--- src/hw/rtl/lxs_pkg.sv ---
// ----------------------------------------------------------------------------
// LCG XOR packet scrambler package
// Shared constants, register codes and structs of the scrambler.
// ----------------------------------------------------------------------------
package lxs_pkg;

  // Field and register widths.
  localparam int unsigned ByteW    = 8;
  localparam int unsigned WordW    = 16;
  localparam int unsigned CfgIdxW  = 1;
  localparam int unsigned OutDataW = 40;

  // Reset values and fixed constants.
  localparam logic [WordW-1:0] MultReset     = 16'd1;
  localparam logic [WordW-1:0] KeyStartReset = 16'h0142;
  localparam logic [WordW-1:0] HdrBytes      = 16'd16;
  localparam logic [WordW-1:0] LenMax        = 16'hffff;

  // Configuration register indexes.
  typedef enum logic [CfgIdxW-1:0] {
    CFG_MULT = 1'b0,
    CFG_KEY  = 1'b1
  } cfg_idx_e;

  // Configuration register contents.
  typedef struct packed {
    logic [WordW-1:0] mult;
    logic [WordW-1:0] key_start;
  } cfg_t;

  // One result item.
  typedef struct packed {
    logic [WordW-1:0] packet_length;
    logic [WordW-1:0] checksum_sum;
    logic             is_final;
    logic [ByteW-1:0] coded_byte;
  } result_t;

endpackage

--- src/hw/rtl/lxs_cfg_regs.sv ---
// ----------------------------------------------------------------------------
// LCG XOR packet scrambler configuration registers
// Holds the key multiplier and the per-packet start key.
// ----------------------------------------------------------------------------
module lxs_cfg_regs (
  input  logic                            clk_i,
  input  logic                            rst_ni,
  input  logic                            cfg_we_i,
  input  logic [lxs_pkg::CfgIdxW-1:0]     cfg_idx_i,
  input  logic [lxs_pkg::WordW-1:0]       cfg_wdata_i,
  output lxs_pkg::cfg_t                   cfg_o
);

  lxs_pkg::cfg_t cfg_q, cfg_d;

  // Register write decode.
  always_comb begin
    cfg_d = cfg_q;
    if (cfg_we_i) begin
      unique case (lxs_pkg::cfg_idx_e'(cfg_idx_i))
        lxs_pkg::CFG_MULT: cfg_d.mult      = cfg_wdata_i;
        lxs_pkg::CFG_KEY:  cfg_d.key_start = cfg_wdata_i;
        default:           cfg_d           = cfg_q;
      endcase
    end
  end

  always_ff @(posedge clk_i or negedge rst_ni) begin
    if (!rst_ni) begin
      cfg_q.mult      <= lxs_pkg::MultReset;
      cfg_q.key_start <= lxs_pkg::KeyStartReset;
    end else begin
      cfg_q <= cfg_d;
    end
  end

  assign cfg_o = cfg_q;

endmodule

--- src/hw/rtl/lxs_core.sv ---
// ----------------------------------------------------------------------------
// LCG XOR packet scrambler core
// Key generator, byte scrambler, running checksum and length counter.
// ----------------------------------------------------------------------------
module lxs_core (
  input  logic                        clk_i,
  input  logic                        rst_ni,
  input  lxs_pkg::cfg_t               cfg_i,
  input  logic                        step_i,
  input  logic [lxs_pkg::ByteW-1:0]   body_byte_i,
  input  logic                        last_byte_i,
  output lxs_pkg::result_t            result_o
);

  logic [lxs_pkg::WordW-1:0]   key_q, key_d;
  logic [lxs_pkg::WordW-1:0]   sum_q, sum_d;
  logic [lxs_pkg::WordW-1:0]   count_q, count_d;
  logic [lxs_pkg::WordW-1:0]   key_src;
  logic [2*lxs_pkg::WordW-1:0] product;
  logic [lxs_pkg::WordW-1:0]   key_new;
  logic [lxs_pkg::ByteW-1:0]   coded;
  logic [lxs_pkg::WordW-1:0]   sum_new;
  logic [lxs_pkg::WordW-1:0]   count_new;

  // The first byte of a packet takes its key from the start register.
  assign key_src = (count_q == lxs_pkg::HdrBytes) ? cfg_i.key_start : key_q;
  assign product = key_src * cfg_i.mult;
  assign key_new = product[lxs_pkg::WordW-1:0] + lxs_pkg::WordW'(1);
  assign coded   = body_byte_i ^ key_new[lxs_pkg::ByteW-1:0];
  assign sum_new = sum_q + {{(lxs_pkg::WordW-lxs_pkg::ByteW){1'b0}}, coded};

  // Length counter saturates at its maximum.
  assign count_new = (count_q == lxs_pkg::LenMax) ? count_q
                                                  : count_q + lxs_pkg::WordW'(1);

  // State update; the last byte restarts sum and count for the next packet.
  always_comb begin
    key_d   = key_q;
    sum_d   = sum_q;
    count_d = count_q;
    if (step_i) begin
      key_d = key_new;
      if (last_byte_i) begin
        sum_d   = '0;
        count_d = lxs_pkg::HdrBytes;
      end else begin
        sum_d   = sum_new;
        count_d = count_new;
      end
    end
  end

  always_ff @(posedge clk_i or negedge rst_ni) begin
    if (!rst_ni) begin
      key_q   <= lxs_pkg::KeyStartReset;
      sum_q   <= '0;
      count_q <= lxs_pkg::HdrBytes;
    end else begin
      key_q   <= key_d;
      sum_q   <= sum_d;
      count_q <= count_d;
    end
  end

  assign result_o.coded_byte    = coded;
  assign result_o.is_final      = last_byte_i;
  assign result_o.checksum_sum  = sum_new;
  assign result_o.packet_length = count_new;

endmodule

--- src/hw/rtl/lcg_xor_packet_scrambler.sv ---
// Pipeline: an accepted input item is held in the input register until the result register
// is free or being emptied; its result item is then registered there and offered.
// Throughput: one item per cycle while the output is not stalled; the 16x16 key
// multiply sits between the input register and the result register and sets the cycle time.
// Reset (rst_ni low, asynchronous): both stages empty, multiplier 1,
// start key 0x142, checksum 0, length 16.
// ----------------------------------------------------------------------------
// LCG XOR packet scrambler
// Scrambles packet body bytes with an LCG keystream and reports the running
// checksum and packet length per item.
// ----------------------------------------------------------------------------
module lcg_xor_packet_scrambler (
  input  logic                          clk_i,
  input  logic                          rst_ni,
  // Configuration write port.
  input  logic                          cfg_we_i,
  input  logic [lxs_pkg::CfgIdxW-1:0]   cfg_idx_i,
  input  logic [lxs_pkg::WordW-1:0]     cfg_wdata_i,
  // Input stream.
  input  logic                          s_axis_tvalid_i,
  output logic                          s_axis_tready_o,
  input  logic [lxs_pkg::ByteW-1:0]     s_axis_tdata_i,   // [7:0] body_byte
  input  logic                          s_axis_tlast_i,   // last_byte
  // Output stream.
  output logic                          m_axis_tvalid_o,
  input  logic                          m_axis_tready_i,
  // [7:0] coded_byte, [23:8] checksum_sum, [39:24] packet_length
  output logic [lxs_pkg::OutDataW-1:0]  m_axis_tdata_o,
  output logic                          m_axis_tlast_o    // is_final
);

  lxs_pkg::cfg_t              cfg;
  lxs_pkg::result_t           result;
  lxs_pkg::result_t           out_q;
  logic                       in_vld_q, in_vld_d;
  logic [lxs_pkg::ByteW-1:0]  in_byte_q;
  logic                       in_last_q;
  logic                       out_vld_q, out_vld_d;
  logic                       advance;

  lxs_cfg_regs u_cfg (
    .clk_i       (clk_i),
    .rst_ni      (rst_ni),
    .cfg_we_i    (cfg_we_i),
    .cfg_idx_i   (cfg_idx_i),
    .cfg_wdata_i (cfg_wdata_i),
    .cfg_o       (cfg)
  );

  lxs_core u_core (
    .clk_i       (clk_i),
    .rst_ni      (rst_ni),
    .cfg_i       (cfg),
    .step_i      (advance),
    .body_byte_i (in_byte_q),
    .last_byte_i (in_last_q),
    .result_o    (result)
  );

  // An item moves on when the result register is free or being emptied.
  assign advance         = in_vld_q && (!out_vld_q || m_axis_tready_i);
  assign s_axis_tready_o = !in_vld_q || advance;

  always_comb begin
    in_vld_d = in_vld_q;
    if (s_axis_tready_o) begin
      in_vld_d = s_axis_tvalid_i;
    end
    out_vld_d = out_vld_q;
    if (advance) begin
      out_vld_d = 1'b1;
    end else if (m_axis_tready_i) begin
      out_vld_d = 1'b0;
    end
  end

  // Valid flags.
  always_ff @(posedge clk_i or negedge rst_ni) begin
    if (!rst_ni) begin
      in_vld_q  <= 1'b0;
      out_vld_q <= 1'b0;
    end else begin
      in_vld_q  <= in_vld_d;
      out_vld_q <= out_vld_d;
    end
  end

  // Payload registers.
  always_ff @(posedge clk_i) begin
    if (s_axis_tvalid_i && s_axis_tready_o) begin
      in_byte_q <= s_axis_tdata_i;
      in_last_q <= s_axis_tlast_i;
    end
    if (advance) begin
      out_q <= result;
    end
  end

  assign m_axis_tvalid_o = out_vld_q;
  assign m_axis_tdata_o  = {out_q.packet_length, out_q.checksum_sum, out_q.coded_byte};
  assign m_axis_tlast_o  = out_q.is_final;

endmodule

--- config.mk ---
export PLATFORM = sky130hd
export DESIGN_NAME = lcg_xor_packet_scrambler
export DESIGN_NICKNAME = d
export VERILOG_FILES = /design/src/hw/rtl/lxs_pkg.sv /design/src/hw/rtl/lxs_cfg_regs.sv /design/src/hw/rtl/lxs_core.sv /design/src/hw/rtl/lcg_xor_packet_scrambler.sv
export SDC_FILE = /design/constraint.sdc
export NUM_CORES = 1
export LEC_CHECK = 0
export ABC_AREA = 1
export BUFFER_PORTS_ARGS = -buffer_cell sky130_fd_sc_hd__buf_2
export CAP_MARGIN = 30
export CORE_UTILIZATION = 29
export CTS_CLUSTER_SIZE = 30
export DETAILED_ROUTE_END_ITERATION = 8
export GPL_ROUTABILITY_DRIVEN = 0
export GPL_TIMING_DRIVEN = 0
export PLACE_DENSITY = 0.44
export SYNTH_ARGS = -nofsm -noshare
export SYNTH_HDL_FRONTEND = slang
export SYNTH_SLANG_ARGS = --single-unit
--- constraint.sdc ---
create_clock -name clk_i -period 18.2 [get_ports clk_i]
set_clock_uncertainty 0.1 [all_clocks]
set_input_delay 1.82 -clock clk_i [delete_from_list [all_inputs] [get_ports clk_i]]
set_output_delay 1.82 -clock clk_i [all_outputs]
set_load 0.03 [all_outputs]
======== Word-level counts from Yosys, hierarchy flattened ========
Cells that the tools add are included.
word-level totals
  flip-flop bits (word level) ............. 132
  memories ................................ 0
  latch bits .............................. 0
  memory bits (writable) .................. 0
  bits in read-only memories .............. 0
operators by class
  divide/modulo/power cells ............... 0
  reduce and logical (&&, ||, !) cells .... 9
  mux-type cells .......................... 6
  shifts and indexed selects .............. 0
  equality and inequality tests ........... 2
  $mul .................................... 1
  bitwise gates (word level) .............. 2
  add/subtract/negate cells ............... 3
  magnitude comparators ................... 0
operators by type and width
  cell                                                                     number
  16-bit two-way mux                                                       4
  16-bit by 1-bit adder with 16-bit output (second input constant)         2
  16-bit by 8-bit adder with 16-bit output                                 1
  16-bit equality test (second input constant)                             1
  16-bit by 5-bit equality test with 1-bit output (second input constant)  1
  16-bit by 16-bit multiplier with 16-bit output                           1
  8-bit XOR                                                                1
  2-bit AND reduction                                                      2
  1-bit logical AND                                                        2
  1-bit zero test                                                          2
  1-bit logical OR                                                         2
  1-bit two-way mux                                                        2
  2-bit nonzero test                                                       1
  1-bit inverter                                                           1

======== Depth between registers and ports, before layout ========
  word-level depth ........................ 7
  mapped depth ............................ 46
  depth with buffers taken out ............ 46

======== Cells and area by module ========
A second synthesis with hierarchy kept.
unflattened totals
  cells, all modules ...................... 707
  area, all modules ....................... 6,690.2 sq um
by module, submodules not included
  module                    area each (sq um)  cells each  sequential area each (sq um)  times used
  lxs_core                  3,768.6            505         1,004.7                       1
  lcg_xor_packet_scrambler  1,596.5            62          1,551.5                       1
  lxs_cfg_regs              1,325.0            140         805.8                         1

======== Worst setup path after synthesis ========
No wires, ideal clock.
  path kind ............................... register to register
  start point ............................. reg u_core.count_q[0] in the netlist's numbering
  end point ............................... reg out_q (netlist bit m_axis_tdata_o[22]), data pin
  path buffers ............................ 0
  arrival ................................. 6.301 ns
  period minus slack after synthesis ...... 6.663 ns
  stages on the path, launching flop included .. 44
  slack ................................... 11.537 ns
  required time ........................... 17.838 ns
  cells stage by stage .................... dfrtp_1 > inv_1 > ha_1 > nand3_4 > nor2_8 > nand2_4 > nand2_2 > nand2_1 > inv_1 > nand2_1 > fa_1 > inv_1 > ha_1 > ha_1 > inv_1 > fa_1 > inv_1 > ha_1 > [8 not listed] > nand3_1 > nand2_1 > nand3_1 > nand2_1 > inv_1 > nand2_2 > nand2_1 > nand2_1 > nand2_1 > ha_1 > inv_1 > nor4_1 > nand2_1 > nand3_1 > nand3_1 > nor3_1 > nand2_1 > xor2_1
RTL lines
  what                      RTL line                        text
  start: declaration        lxs_core.sv:17                  logic [lxs_pkg::WordW-1:0] count_q, count_d;
  start signal: assignment  lxs_core.sv:57                  count_q <= lxs_pkg::HdrBytes;
  start signal: assignment  lxs_core.sv:61                  count_q <= count_d;
  end signal: assignment    lcg_xor_packet_scrambler.sv:95  out_q <= result;
  end: declaration          lcg_xor_packet_scrambler.sv:34  lxs_pkg::result_t out_q;

==> run_results.csv <==
group,metric,value,unit
yosys,synth_ff_type,"dfrtp_1",
yosys,yosysSeqAreaShare,49.26,%
routing,viasPerCell,4.465,
cts,hold_buffers,0,
yosys,synth-edff-count,50,
routing,ant_nets,0,
yosys,synth_top_family_by_area,"simple AND/OR/NAND/NOR gates",
yosys,async_flop_share,53.70,%
floorplan,start_util,29.60,%
global_route,grt_max_degree,33,
yosys,synth_adder_area_share,10.87,%
timing,period_minus_slack,7.696,ns
routing,dr.pass1.iters,5,
yosys,ys_top_cells_by_area,"edfxtp_1 (25%), dfrtp_1 (22%), nand2_1 (7.9%), inv_1 (7.4%), ha_1 (6.9%)",
setup_path,critPathLaunchType,"register",
timing,tightestPinTransition,0.7108,ns
setup_path,cp.arrival,7.81,ns
global_route,first_global_vias,4388,
cts,clk_pin_slew,0.07,ns
yosys,synth_top_area_share,24.98,%
yosys,synth_mux_area_share,0,%
setup_path,path_common_cell,"nand2_1",
routing,routed_wl,13980,µm
flow_run,max_cap_viol_count,0,
min_path,min_path_cells,2,
yosys,synth-compound-area-share,7.766,%
setup_path,r2r_end,"u_core.sum_q[14]$_DFFE_PN0P_",
outcome,status,"finished clean",
yosys,yosysMostFrequentCell,"nand2_1",
cts,post-cts-setup-buffers,0,
floorplan,fp.dieW,146.0,µm
cts,cts.repair.resized,0,
yosys,syn_inst,646,
cts,htreeDepth,3,
place,port_buffers,65,
yosys,yosys.area_share.simple,19.11,%
floorplan,io_pins,74,
routing,vias,4461,
timing,fmaxAchievable,129.9,MHz
timing,finalHoldViolCount,0,
yosys,yosys_warnings,0,
final_layout,nets,800,
timing,finalCritPeriodShare,42.29,%
setup_path,slowest_stage,"fa_1",
yosys,yosysUniqueCellTypes,35,
yosys,synth_top_area_cell,"edfxtp_1",
yosys,synth-seq-cells,108,
cts,cts_buffers,9,
place,dp_hpwl,10970,µm
setup_path,rrSetupSlack,10.50,ns
global_route,grt_first_pass_wirelength,22650,µm
timing,relSlewSlack,52.61,%
floorplan,core,0.02030,mm²
timing,slew_viol_final,0,
setup_path,rr_startpoint,"u_core.count_q[0]$_DFFE_PN0P_",
timing,setup_tns,0,ns
floorplan,die_area,0.02130,mm²
yosys,avgSynthCellArea,9.303,µm²
cts,cts_tree,"done",
setup_path,worstRegToRegCells,45,
final_layout,n_antenna_cell,0,
floorplan,row_count,52,
cts,cts_sinks,108,
routing,initialDrtViolationCount,236,
setup_path,worstSetupPathType,"reg -> reg",
min_path,worstHoldPathType,"reg -> reg",
yosys,syn-cell-area,0.006010,mm²
setup_path,worst_setup_path_end_kind,"register",
timing,rsz0062_at_grt,"no",
final_layout,areaGrowthSynthToFinish,16.55,%
global_route,grt_overflow,0,
yosys,synthTopCellsByCount,"nand2_1 (127), inv_1 (119), dfrtp_1 (52)",
setup_path,slowest_delay,0.56,ns
yosys,synthXorXnorAreaFrac,4.809,%
setup_path,required,18.31,ns
global_route,grt.total_usage,13.86,%
timing,setup_violations,0,
global_route,antenna_found_initial,0,
cts,ctsLongestPathBuffers,2,
floorplan,die_h,146.0,µm
yosys,syn_nets,722,
cts,clk_latency,0.36,ns
setup_path,crit_fanout,8,
routing,wl_per_cell,13.99,µm
cts,root_buffer,"clkbuf_16",
final_layout,drive_gt1_share,16.32,%
routing,post-route-drc-count,0,
min_path,worstHoldEndpoint,"u_cfg.cfg_o[4]$_DFFE_PN0P_",
min_path,hold_start,"u_cfg.cfg_o[4]$_DFFE_PN0P_",
## cells in the final DEF, fill, tap and decap left out, types with 8 or more instances in the layout
cell type / count
clkbuf_16: 9
inv_1: 119
nand3_1: 31
nand4_1: 8
fa_1: 12
xor2_1: 28
nor2_1: 37
nand2_2: 9
buf_2: 65
nand2_1: 127
dfrtp_1: 52
o21ai_0: 47
o22ai_1: 14
ha_1: 33
edfxtp_1: 50
a21oi_1: 13
## stage by stage
step	util, %	instance area (µm²)	hold WS (ns)	worst slack [ns]	std cells
floorplan	-	6010	0.3272	11.54	646
global placement	32.87	6673	0.3700	10.61	981
detailed placement	33.07	6714	0.3680	10.49	983
CTS	34.50	7004	0.3850	10.47	999
global route	34.50	7004	0.4015	9.878	999
finish	34.50	7004	0.3788	10.50	999
## state kept, by name, summed over array words and instances (netlist names)
signal           cells
in_byte_q            8
in_last_q            1
in_vld_q             1
m_axis_tdata_o      40
m_axis_tlast_o       1
m_axis_tvalid_o      1
u_cfg.cfg_o         16
u_core.count_q      16
u_core.key_q         8
u_core.sum_q        16
## critical path: cells and delay by family (launching register included)
family	cells	cell delay (ns)
compound gates	1	0.09
xor+xnor	1	0.18
fa+ha+maj	9	3.23
buf+inv	8	0.53
flops	1	0.41
simple gates	26	3.00
## routing by layer
| layer | part of all wire [%] | GRT usage [%] |
|---|---|---|
| met5 | 0 | 0 |
| met1 | 46 | 17.70 |
| met3 | 3.6 | 3.041 |
| met4 | 1.7 | 4.737 |
| met2 | 49 | 23.13 |
## cells by family after synthesis
kind of cell | count (synthesis)
and+or+nand+nor | 245
buffers and inverters | 131
DFF | 108
AOI/OAI and AO/OA | 84
adders and majority gates | 45
xor gates and xnor gates | 33
## worst max path at each step
stage / from / end / slack [ns] / depth (start not counted)
6_report: u_core.count_q[0]$_DFFE_PN0P_ / u_core.sum_q[14]$_DFFE_PN0P_ / 10.50 / 45
5_1_grt: u_core.count_q[1]$_DFFE_PN0P_ / u_core.sum_q[14]$_DFFE_PN0P_ / 9.88 / 45
4_1_cts: u_core.count_q[0]$_DFFE_PN0P_ / u_core.sum_q[14]$_DFFE_PN0P_ / 10.47 / 45
3_5_place_dp: u_core.count_q[0]$_DFFE_PN0P_ / u_core.sum_q[14]$_DFFE_PN0P_ / 10.49 / 45
3_3_place_gp: u_core.count_q[0]$_DFFE_PN0P_ / u_core.sum_q[14]$_DFFE_PN0P_ / 10.61 / 45
2_1_floorplan: u_core.count_q[0]$_DFFE_PN0P_ / m_axis_tdata_o[22]$_DFFE_PP_ / 11.54 / 43
## layout make-up
cell class	instances	area, µm²
clock buffers	9	225.2
multi-input cells	407	2557
clock inverters	7	65.06
fillers	2137	13300
well taps	270	337.8
flip-flops and latches	108	2960
plain buffers	9	35.03
inverters	122	457.9
repair buffers	67	365.4
Power is left out: the tool's default activity adds up to more than one toggle a clock period on the data nets, which glitch-free logic cannot reach.
